[src/rtl/core/dlps_pkg.sv]
// Shared constants and helpers for the DDA line pixel stepper.
// No dependencies; every other file in rtl/core imports this package.
`timescale 1ns / 1ps

package dlps_pkg;

    // Default coordinate width.
    localparam int DLPS_COORD_BITS = 12;

    // Entries in the command queue between the front and the back.
    localparam int DLPS_QUEUE_DEPTH = 2;

    // Item kinds carried on the input tuser.
    localparam logic ACT_LOAD = 1'b0;
    localparam logic ACT_STEP = 1'b1;

    // Pixel count codes in a result.
    localparam logic [1:0] PIX_NONE  = 2'd0;
    localparam logic [1:0] PIX_START = 2'd1;
    localparam logic [1:0] PIX_PAIR  = 2'd2;

    // Width of one queued command: step flag, major flag, major start,
    // major end, minor start, major length and signed minor difference.
    function automatic int dlps_cmd_width(input int coord_bits);
        return 5 * coord_bits + 3;
    endfunction

endpackage

[src/rtl/core/dda_line_pixel_stepper_top.sv]
// Top level of the DDA line pixel stepper: stream ports, front end, command
// queue and back end. Depends on dlps_pkg, dlps_front, dlps_queue, dlps_back.
`timescale 1ns / 1ps

// Channel    | Direction | Handshake             | Contents
// -----------+-----------+-----------------------+-----------------------------------------
// s_axis     | in        | tvalid / tready       | tuser: action; tdata: line endpoints
// m_axis     | out       | tvalid / tready       | tdata: pixel count and pixels; tlast: done
//
// One item is taken per clock when the result side keeps up; each item gives
// exactly one result. An input transfer passes the input register, one queue
// slot and the result register on its way to the result. The step update is one
// add on the remainder, set by the three parallel remainder sums.
// Reset (i_rst_n low, synchronous) drops any line and empties every stage.
// A stall on m_axis fills the two-entry queue and the input register, after which
// s_axis deasserts tready.

module dda_line_pixel_stepper_top
    import dlps_pkg::*;
#(
    parameter int  COORD_BITS = DLPS_COORD_BITS,
    localparam int IN_W       = ((4 * COORD_BITS + 7) / 8) * 8,
    localparam int OUT_W      = ((4 * COORD_BITS + 2 + 7) / 8) * 8
) (
    input  logic             i_clk,
    input  logic             i_rst_n,
    input  logic             i_s_axis_tvalid,
    output logic             o_s_axis_tready,
    // tdata, low to high: x_start, y_start, x_end, y_end, zero fill.
    input  logic [IN_W-1:0]  i_s_axis_tdata,
    // tuser: action (0 = load endpoints, 1 = step).
    input  logic             i_s_axis_tuser,
    output logic             o_m_axis_tvalid,
    input  logic             i_m_axis_tready,
    // tdata, low to high: pixel_count, first_x, first_y, second_x, second_y, zero fill.
    output logic [OUT_W-1:0] o_m_axis_tdata,
    // tlast: finished, no more pixels follow for the loaded line.
    output logic             o_m_axis_tlast
);

    localparam int CMD_W = dlps_cmd_width(COORD_BITS);

    logic             front_cmd_valid;
    logic             front_cmd_ready;
    logic [CMD_W-1:0] front_cmd;
    logic             back_cmd_valid;
    logic             back_cmd_ready;
    logic [CMD_W-1:0] back_cmd;

    logic [1:0]            pixel_count;
    logic [COORD_BITS-1:0] first_x;
    logic [COORD_BITS-1:0] first_y;
    logic [COORD_BITS-1:0] second_x;
    logic [COORD_BITS-1:0] second_y;

    // The front end registers each transfer and resolves the axis and the
    // endpoint order, so the back end only ever sees rising major coordinates.
    dlps_front #(
        .COORD_BITS (COORD_BITS)
    ) u_front (
        .i_clk       (i_clk),
        .i_rst_n     (i_rst_n),
        .i_valid     (i_s_axis_tvalid),
        .o_ready     (o_s_axis_tready),
        .i_action    (i_s_axis_tuser),
        .i_x_start   (i_s_axis_tdata[0*COORD_BITS +: COORD_BITS]),
        .i_y_start   (i_s_axis_tdata[1*COORD_BITS +: COORD_BITS]),
        .i_x_end     (i_s_axis_tdata[2*COORD_BITS +: COORD_BITS]),
        .i_y_end     (i_s_axis_tdata[3*COORD_BITS +: COORD_BITS]),
        .o_cmd_valid (front_cmd_valid),
        .i_cmd_ready (front_cmd_ready),
        .o_cmd       (front_cmd)
    );

    // The queue lets the front keep accepting while a result waits downstream.
    dlps_queue #(
        .WIDTH (CMD_W),
        .DEPTH (DLPS_QUEUE_DEPTH)
    ) u_queue (
        .i_clk        (i_clk),
        .i_rst_n      (i_rst_n),
        .i_push_valid (front_cmd_valid),
        .o_push_ready (front_cmd_ready),
        .i_push_data  (front_cmd),
        .o_pop_valid  (back_cmd_valid),
        .i_pop_ready  (back_cmd_ready),
        .o_pop_data   (back_cmd)
    );

    // The back end keeps the minor coordinate as a whole part plus an exact
    // remainder and drives the result register directly.
    dlps_back #(
        .COORD_BITS (COORD_BITS)
    ) u_back (
        .i_clk         (i_clk),
        .i_rst_n       (i_rst_n),
        .i_cmd_valid   (back_cmd_valid),
        .o_cmd_ready   (back_cmd_ready),
        .i_cmd         (back_cmd),
        .o_valid       (o_m_axis_tvalid),
        .i_ready       (i_m_axis_tready),
        .o_pixel_count (pixel_count),
        .o_first_x     (first_x),
        .o_first_y     (first_y),
        .o_second_x    (second_x),
        .o_second_y    (second_y),
        .o_finished    (o_m_axis_tlast)
    );

    // Pack the result fields from the lowest bit up; the fill bits are zero.
    assign o_m_axis_tdata = OUT_W'({second_y, second_x, first_y, first_x, pixel_count});

endmodule

[src/rtl/core/dlps_front.sv]
// Front end of the line stepper: registers incoming items, picks the major
// axis and orders the endpoints, then hands a command to the queue. Uses dlps_pkg.
`timescale 1ns / 1ps

module dlps_front
    import dlps_pkg::*;
#(
    parameter int COORD_BITS = DLPS_COORD_BITS
) (
    input  logic                                   i_clk,
    input  logic                                   i_rst_n,
    input  logic                                   i_valid,
    output logic                                   o_ready,
    input  logic                                   i_action,
    input  logic [COORD_BITS-1:0]                  i_x_start,
    input  logic [COORD_BITS-1:0]                  i_y_start,
    input  logic [COORD_BITS-1:0]                  i_x_end,
    input  logic [COORD_BITS-1:0]                  i_y_end,
    output logic                                   o_cmd_valid,
    input  logic                                   i_cmd_ready,
    output logic [dlps_cmd_width(COORD_BITS)-1:0]  o_cmd
);

    typedef struct packed {
        logic                  step;
        logic                  major_x;
        logic [COORD_BITS-1:0] major_start;
        logic [COORD_BITS-1:0] major_end;
        logic [COORD_BITS-1:0] minor_start;
        logic [COORD_BITS-1:0] major_len;
        logic [COORD_BITS:0]   minor_diff;
    } t_cmd;

    logic                  r_valid;
    logic                  r_step;
    logic                  r_major_x;
    logic [COORD_BITS-1:0] r_xs;
    logic [COORD_BITS-1:0] r_ys;
    logic [COORD_BITS-1:0] r_xe;
    logic [COORD_BITS-1:0] r_ye;
    logic                  n_valid;

    logic                  advance;
    logic [COORD_BITS-1:0] abs_dx;
    logic [COORD_BITS-1:0] abs_dy;

    logic [COORD_BITS-1:0] ms;
    logic [COORD_BITS-1:0] me;
    logic [COORD_BITS-1:0] ns;
    logic [COORD_BITS-1:0] ne;
    logic                  swap;
    t_cmd                  cmd;

    // Input stage: the axis decision is taken on the raw endpoints.
    assign advance = !r_valid || i_cmd_ready;
    assign o_ready = advance;
    assign abs_dx  = (i_x_end >= i_x_start) ? (i_x_end - i_x_start) : (i_x_start - i_x_end);
    assign abs_dy  = (i_y_end >= i_y_start) ? (i_y_end - i_y_start) : (i_y_start - i_y_end);
    assign n_valid = advance ? i_valid : r_valid;

    always_ff @(posedge i_clk) begin
        if (!i_rst_n) begin
            r_valid <= 1'b0;
        end else begin
            r_valid <= n_valid;
        end
    end

    always_ff @(posedge i_clk) begin
        if (advance && i_valid) begin
            r_step    <= (i_action == ACT_STEP);
            r_major_x <= (abs_dx >= abs_dy);
            r_xs      <= i_x_start;
            r_ys      <= i_y_start;
            r_xe      <= i_x_end;
            r_ye      <= i_y_end;
        end
    end

    // Ordering stage: make the major coordinate rise from start to end.
    assign ms   = r_major_x ? r_xs : r_ys;
    assign me   = r_major_x ? r_xe : r_ye;
    assign ns   = r_major_x ? r_ys : r_xs;
    assign ne   = r_major_x ? r_ye : r_xe;
    assign swap = (ms > me);

    always_comb begin
        cmd.step        = r_step;
        cmd.major_x     = r_major_x;
        cmd.major_start = swap ? me : ms;
        cmd.major_end   = swap ? ms : me;
        cmd.minor_start = swap ? ne : ns;
        cmd.major_len   = swap ? (ms - me) : (me - ms);
        cmd.minor_diff  = swap ? ({1'b0, ns} - {1'b0, ne}) : ({1'b0, ne} - {1'b0, ns});
    end

    assign o_cmd_valid = r_valid;
    assign o_cmd       = cmd;

endmodule

[src/rtl/core/dlps_queue.sv]
// Small register queue that decouples the stepper front end from its back end.
// Uses dlps_pkg for the default depth.
`timescale 1ns / 1ps

module dlps_queue
    import dlps_pkg::*;
#(
    parameter int WIDTH = 8,
    parameter int DEPTH = DLPS_QUEUE_DEPTH
) (
    input  logic             i_clk,
    input  logic             i_rst_n,
    input  logic             i_push_valid,
    output logic             o_push_ready,
    input  logic [WIDTH-1:0] i_push_data,
    output logic             o_pop_valid,
    input  logic             i_pop_ready,
    output logic [WIDTH-1:0] o_pop_data
);

    localparam int PW = (DEPTH > 1) ? $clog2(DEPTH) : 1;
    localparam int CW = $clog2(DEPTH + 1);

    logic [WIDTH-1:0] r_mem [DEPTH];
    logic [PW-1:0]    r_wr_ptr;
    logic [PW-1:0]    r_rd_ptr;
    logic [CW-1:0]    r_count;
    logic [PW-1:0]    n_wr_ptr;
    logic [PW-1:0]    n_rd_ptr;
    logic [CW-1:0]    n_count;
    logic             push;
    logic             pop;

    assign o_push_ready = (r_count != CW'(DEPTH));
    assign o_pop_valid  = (r_count != '0);
    assign o_pop_data   = r_mem[r_rd_ptr];
    assign push         = i_push_valid && o_push_ready;
    assign pop          = o_pop_valid && i_pop_ready;

    always_comb begin
        n_wr_ptr = r_wr_ptr;
        n_rd_ptr = r_rd_ptr;
        n_count  = r_count;
        if (push) begin
            n_wr_ptr = (r_wr_ptr == PW'(DEPTH - 1)) ? '0 : r_wr_ptr + 1'b1;
        end
        if (pop) begin
            n_rd_ptr = (r_rd_ptr == PW'(DEPTH - 1)) ? '0 : r_rd_ptr + 1'b1;
        end
        if (push && !pop) begin
            n_count = r_count + 1'b1;
        end else if (pop && !push) begin
            n_count = r_count - 1'b1;
        end
    end

    always_ff @(posedge i_clk) begin
        if (!i_rst_n) begin
            r_wr_ptr <= '0;
            r_rd_ptr <= '0;
            r_count  <= '0;
        end else begin
            r_wr_ptr <= n_wr_ptr;
            r_rd_ptr <= n_rd_ptr;
            r_count  <= n_count;
        end
    end

    always_ff @(posedge i_clk) begin
        if (push) begin
            r_mem[r_wr_ptr] <= i_push_data;
        end
    end

endmodule

[src/rtl/core/dlps_back.sv]
// Back end of the line stepper: holds the line state, carries out load and
// step commands, and owns the result register. Uses dlps_pkg.
`timescale 1ns / 1ps

module dlps_back
    import dlps_pkg::*;
#(
    parameter int COORD_BITS = DLPS_COORD_BITS
) (
    input  logic                                   i_clk,
    input  logic                                   i_rst_n,
    input  logic                                   i_cmd_valid,
    output logic                                   o_cmd_ready,
    input  logic [dlps_cmd_width(COORD_BITS)-1:0]  i_cmd,
    output logic                                   o_valid,
    input  logic                                   i_ready,
    output logic [1:0]                             o_pixel_count,
    output logic [COORD_BITS-1:0]                  o_first_x,
    output logic [COORD_BITS-1:0]                  o_first_y,
    output logic [COORD_BITS-1:0]                  o_second_x,
    output logic [COORD_BITS-1:0]                  o_second_y,
    output logic                                   o_finished
);

    localparam int SW = COORD_BITS + 2;

    typedef struct packed {
        logic                  step;
        logic                  major_x;
        logic [COORD_BITS-1:0] major_start;
        logic [COORD_BITS-1:0] major_end;
        logic [COORD_BITS-1:0] minor_start;
        logic [COORD_BITS-1:0] major_len;
        logic [COORD_BITS:0]   minor_diff;
    } t_cmd;

    t_cmd cmd;
    logic pop;

    // Line state.
    logic                  r_active;
    logic                  r_major_x;
    logic [COORD_BITS-1:0] r_pos;
    logic [COORD_BITS-1:0] r_limit;
    logic [COORD_BITS-1:0] r_whole;
    logic [COORD_BITS-1:0] r_rem;
    logic [COORD_BITS-1:0] r_len;
    logic [COORD_BITS:0]   r_diff;
    logic signed [SW-1:0]  r_diff_sub;
    logic signed [SW-1:0]  r_diff_add;

    // Result register.
    logic                  r_o_valid;
    logic [1:0]            r_o_count;
    logic [COORD_BITS-1:0] r_o_ax;
    logic [COORD_BITS-1:0] r_o_ay;
    logic [COORD_BITS-1:0] r_o_bx;
    logic [COORD_BITS-1:0] r_o_by;
    logic                  r_o_last;

    logic                  n_active;
    logic                  n_o_valid;

    // Step datapath: the three remainder candidates are formed in parallel.
    logic signed [SW-1:0]  rem_ext;
    logic signed [SW-1:0]  sum_plain;
    logic signed [SW-1:0]  sum_sub;
    logic signed [SW-1:0]  sum_add;
    logic                  carry_up;
    logic                  carry_down;
    logic [COORD_BITS-1:0] rem_next;
    logic [COORD_BITS-1:0] whole_m1;
    logic [COORD_BITS-1:0] whole_p1;
    logic [COORD_BITS-1:0] whole_p2;
    logic [COORD_BITS-1:0] lo_next;
    logic [COORD_BITS-1:0] hi_next;
    logic [COORD_BITS-1:0] pos_next;
    logic                  step_last;
    logic                  load_active;

    assign cmd         = i_cmd;
    assign pop         = i_cmd_valid && (!r_o_valid || i_ready);
    assign o_cmd_ready = !r_o_valid || i_ready;

    assign rem_ext    = $signed({2'b00, r_rem});
    assign sum_plain  = rem_ext + $signed({r_diff[COORD_BITS], r_diff});
    assign sum_sub    = rem_ext + r_diff_sub;
    assign sum_add    = rem_ext + r_diff_add;
    assign carry_up   = !sum_sub[SW-1];
    assign carry_down = !carry_up && sum_plain[SW-1];

    assign whole_m1 = r_whole - 1'b1;
    assign whole_p1 = r_whole + 1'b1;
    assign whole_p2 = r_whole + 2'd2;

    always_comb begin
        if (carry_up) begin
            rem_next = sum_sub[COORD_BITS-1:0];
            lo_next  = whole_p1;
            hi_next  = whole_p2;
        end else if (carry_down) begin
            rem_next = sum_add[COORD_BITS-1:0];
            lo_next  = whole_m1;
            hi_next  = r_whole;
        end else begin
            rem_next = sum_plain[COORD_BITS-1:0];
            lo_next  = r_whole;
            hi_next  = whole_p1;
        end
        if (rem_next == '0) begin
            hi_next = lo_next;
        end
    end

    assign pos_next    = r_pos + 1'b1;
    assign step_last   = ((r_pos + 2'd2) == r_limit);
    assign load_active = (cmd.major_len > COORD_BITS'(1));

    always_comb begin
        n_active = r_active;
        if (pop) begin
            if (!cmd.step) begin
                n_active = load_active;
            end else if (r_active && step_last) begin
                n_active = 1'b0;
            end
        end
        n_o_valid = pop ? 1'b1 : (i_ready ? 1'b0 : r_o_valid);
    end

    always_ff @(posedge i_clk) begin
        if (!i_rst_n) begin
            r_active  <= 1'b0;
            r_o_valid <= 1'b0;
        end else begin
            r_active  <= n_active;
            r_o_valid <= n_o_valid;
        end
    end

    always_ff @(posedge i_clk) begin
        if (pop) begin
            if (!cmd.step) begin
                r_major_x  <= cmd.major_x;
                r_pos      <= cmd.major_start;
                r_limit    <= cmd.major_end;
                r_whole    <= cmd.minor_start;
                r_rem      <= '0;
                r_len      <= cmd.major_len;
                r_diff     <= cmd.minor_diff;
                r_diff_sub <= $signed({cmd.minor_diff[COORD_BITS], cmd.minor_diff})
                              - $signed({2'b00, cmd.major_len});
                r_diff_add <= $signed({cmd.minor_diff[COORD_BITS], cmd.minor_diff})
                              + $signed({2'b00, cmd.major_len});
                r_o_count  <= PIX_START;
                r_o_ax     <= cmd.major_x ? cmd.major_start : cmd.minor_start;
                r_o_ay     <= cmd.major_x ? cmd.minor_start : cmd.major_start;
                r_o_bx     <= '0;
                r_o_by     <= '0;
                r_o_last   <= !load_active;
            end else if (r_active) begin
                r_pos     <= pos_next;
                r_whole   <= lo_next;
                r_rem     <= rem_next;
                r_o_count <= PIX_PAIR;
                r_o_ax    <= r_major_x ? pos_next : lo_next;
                r_o_ay    <= r_major_x ? lo_next : pos_next;
                r_o_bx    <= r_major_x ? pos_next : hi_next;
                r_o_by    <= r_major_x ? hi_next : pos_next;
                r_o_last  <= step_last;
            end else begin
                r_o_count <= PIX_NONE;
                r_o_ax    <= '0;
                r_o_ay    <= '0;
                r_o_bx    <= '0;
                r_o_by    <= '0;
                r_o_last  <= 1'b1;
            end
        end
    end

    assign o_valid       = r_o_valid;
    assign o_pixel_count = r_o_count;
    assign o_first_x     = r_o_ax;
    assign o_first_y     = r_o_ay;
    assign o_second_x    = r_o_bx;
    assign o_second_y    = r_o_by;
    assign o_finished    = r_o_last;

    // The remainder stays a proper fraction of the major length.
    a_rem_range: assert property (@(posedge i_clk) disable iff (!i_rst_n)
        r_active |-> (r_rem < r_len))
        else $error("remainder left its range");

    // A line only stays live while at least one step pair is still owed.
    a_live_len: assert property (@(posedge i_clk) disable iff (!i_rst_n)
        r_active |-> (r_len > COORD_BITS'(1)))
        else $error("live line with major length below two");

    // A step on a dead line yields an empty, final result.
    a_dead_step: assert property (@(posedge i_clk) disable iff (!i_rst_n)
        (pop && cmd.step && !r_active)
        |=> (r_o_valid && (r_o_count == PIX_NONE) && r_o_last))
        else $error("step on idle line gave pixels");

    // A load always yields exactly the start pixel.
    a_load_start: assert property (@(posedge i_clk) disable iff (!i_rst_n)
        (pop && !cmd.step) |=> (r_o_valid && (r_o_count == PIX_START)))
        else $error("load did not report the start pixel");

endmodule

[config.mk]
export PLATFORM = sky130hd
export DESIGN_NAME = dda_line_pixel_stepper_top
export DESIGN_NICKNAME = d
export VERILOG_FILES = /design/src/rtl/core/dlps_pkg.sv /design/src/rtl/core/dda_line_pixel_stepper_top.sv /design/src/rtl/core/dlps_front.sv /design/src/rtl/core/dlps_queue.sv /design/src/rtl/core/dlps_back.sv
export SDC_FILE = /design/constraint.sdc
export NUM_CORES = 1
export LEC_CHECK = 0
export BUFFER_PORTS_ARGS = -buffer_cell sky130_fd_sc_hd__buf_2
export CAP_MARGIN = 20
export CORE_UTILIZATION = 55
export CTS_CLUSTER_DIAMETER = 200
export DETAILED_ROUTE_END_ITERATION = 8
export GPL_TIMING_DRIVEN = 0
export MAX_ROUTING_LAYER = met4
export PLACE_DENSITY = 0.73
export SETUP_SLACK_MARGIN = 0.2
export SLEW_MARGIN = 20
export SYNTH_ARGS = -nofsm -noshare
export SYNTH_HDL_FRONTEND = slang
export SYNTH_SLANG_ARGS = --single-unit
[constraint.sdc]
create_clock -name i_clk -period 12.4 [get_ports i_clk]
set_clock_uncertainty 0.15 [all_clocks]
set_input_delay 2.48 -clock i_clk [delete_from_list [all_inputs] [get_ports i_clk]]
set_output_delay 2.48 -clock i_clk [all_outputs]
set_load 0.03 [all_outputs]
==> results.yml <==
worst_setup_path:
  cp-end-kind: "flip-flop"
  critical_path_class: "primary input to flip-flop"
  cp.arrival_ps: 7710
  setup.worst_path.end: "u_front.r_major_x"
  r2r-start: "u_front.r_major_x"
  r2r_cells: 16
  worstSetupStartpoint: "i_s_axis_tdata[14]"
  cp-start-kind: "primary input"
  reg2reg_slack_ps: 6170
  r2r-end: "u_queue.r_mem[0][25]"
  cp.required_ps: 12540
  critPathMaxFanout: 10
flow_run:
  drv_cap: 0
sta:
  setup_viol: 0
  hold_ws_ps: 299
  slew_headroom_pct: 36.8
  fin_ws_ps: 4830
  period_share_pct: 61.1
  worst_slew_pin_slew_ps: 947
  drv_slew: 0
  hold_viol: 0
  period_minus_slack_ps: 7570
  fin_tns_setup_ps: 0
  rsz0062_at_grt: "false"
  fmax_ghz: 0.132
floorplanning:
  rows: 71
  die_x_um: 199
  die-area_um2: 39600
  start_util_pct: 56.3
  die_h_um: 199
  pin_count: 112
  core-area_um2: 37900
cells_and_area:
  layout.cells.non_filler: 2690
  largestRegisters: "u_queue.r_mem x126, u_back.r_diff x13, u_back.r_diff_sub x13"
  drive_gt1_share_pct: 11.9
  largest_register_ffs: 126
  fillers: 3101
  final_area_um2: 23900
  syn_to_final_growth_pct: 12.1
  finalNetCount: 2390
  top_register: "u_queue.r_mem"
  diodes: 0
cts:
  htree_levels: 2
  cts_root_buffer: "clkbuf_16"
  cts_setup_buffers: 0
  hold_buffers: 0
  clk_latency_ps: 540
  cts_tree: "built"
  clk_pin_slew_ps: 60
  clkSinkCount: 322
  ctsResizeCount: 0
  numCtsBuffers: 36
  clk_path_buf_depth: 3
placement:
  io_buffer_count: 105
  dp.cells: 2626
  gp_congestion: 0.957
  place_ws_ps: 4220
  post-dp-hpwl_mm: 43.4
  place_area_um2: 22800
synthesis:
  synth_common_cells: "314 x edfxtp_1, 191 x a21oi_1, 171 x ha_1, 160 x inv_1, 157 x mux2i_1"
  synth_edf_count: 314
  postSynth.asyncResetShare_pct: 0
  yosys-top-cells-area: "edfxtp_1 44%, ha_1 10%, mux2i_1 7.4%"
  synthDistinctLibCells: 77
  ys_warn_count: 0
  synth_top_area_cell: "edfxtp_1"
  synth_flop_cell: "edfxtp_1"
  ys_seq_elements: 322
  syn_inst: 1996
  synth_area_um2: 21300
  yosysMostFrequentCell: "edfxtp_1"
  ys_seq_area_share_pct: 44.9
  synth_area_per_cell_um2: 10.7
  synth_top_area_share_pct: 44.2
global_routing:
  antenna_found_initial: 0
  grt_max_degree: 54
  grt_pass1_wl_mm: 83.9
  grt_pass1_vias: 15600
  track_usage_pct: 28.9
  grt-ovfl-total: 0
routing:
  drtIter0Drc: 1037
  drt-total-wl_mm: 54.7
  ant_nets: 0
  via_count: 15800
  via_per_inst: 5.87
  drc: 0
  first_pass_iters: 5
  wl_per_cell_um: 20.4
run_status:
  status: "completed"
power:
  p_per_area_nw_per_um2: 271
  p_leak_nw: 9.99
  ir_drop_mv: 0.121
min_path:
  holdCritPathClass: "flip-flop to flip-flop"
## critical path, cell delays in order
cell and delay [ps]:
buf_2 110, inv_1 50, ha_1 260, clkbuf_1 300, a21o_1 180, a21o_1 130, a21oi_1 90, o21ai_0 240
a21oi_1 160, o21ai_0 380, clkbuf_1 500, clkbuf_1 660, mux2i_1 300, xor2_1 170, ha_1 250, a21o_1 160
a21o_1 180, a21o_1 180, a21o_1 180, a21oi_1 160, nor2b_1 60, o21ai_0 160, nand2b_1 120, a21oi_1 160
o21ai_0 100
## final cells by class
class,count,area (µm²),area share (%)
Multi-Input combinational cell,1424,10800,45.2
Sequential cell,322,9590,40.1
Clock buffer,45,977,4.08
Timing Repair Buffer,114,728,3.04
Tap cell,511,639,2.67
Inverter,164,616,2.57
Buffer,91,379,1.58
Clock inverter,19,191,0.800
## routing by layer
metal	GRT usage [%]	vias to the layer above	part of all wire, %	wire, µm
met5	-	-	0	0
met4	13.0	0	4.0	2200
met3	3.53	107	6.1	3320
met2	48.6	558	48	26500
met1	34.8	7545	41	22700
li1	-	7572	-	-
## cells by family after synthesis
logic type      synth area share [%]
compound gates                  15.2
xor+xnor                        5.52
fa+ha+maj                       11.3
buf+inv                         4.66
flops                           44.9
mux                             10.2
other cells                   0.0176
simple gates                    8.24
## cell usage in the layout, fill, tap and decap left out, types with 16 or more instances in the layout
master / count
a211oi_1: 32
a21o_1: 70
a21oi_1: 191
buf_2: 114
clkbuf_1: 73
clkbuf_16: 38
edfxtp_1: 314
ha_1: 171
inv_1: 159
mux2_2: 53
mux2i_1: 157
nand2_1: 82
nand2b_1: 16
nand3_1: 25
nor2_1: 131
nor2b_1: 36
nor3_1: 16
o21ai_0: 76
o21bai_1: 22
o22ai_1: 36
xnor2_1: 73
xor2_1: 56
## how the worst min path moves through the flow
stage                     slack (ps)            from  depth (start not counted)                   end
after global placement           290  u_front.r_step                          0  u_queue.r_mem[0][62]
after global routing             330  u_front.r_step                          0  u_queue.r_mem[0][62]
after CTS                        300  u_front.r_step                          0  u_queue.r_mem[0][62]
after detailed placement         310  u_front.r_step                          0  u_queue.r_mem[1][62]
after floorplan                  270  u_front.r_step                          0  u_queue.r_mem[0][62]
final                            300  u_front.r_step                          0  u_queue.r_mem[0][62]
## stage by stage
stage | util, % | total power, mW
after global routing | 63.1 | 6.89
after detailed placement | 60.0 | 5.38
after global placement | 59.4 | 5.27
after floorplan | - | 4.39
final | 63.1 | 6.48
after CTS | 63.1 | 6.46
## report_power, final
part           internal (mW)  total, mW  switching [mW]
clock network          0.624       1.05           0.428
logic                   1.29       3.53            2.24
registers               1.75       1.90           0.149
total                   3.66       6.48            2.82
Note: power is estimated with default switching activity, not from simulation.
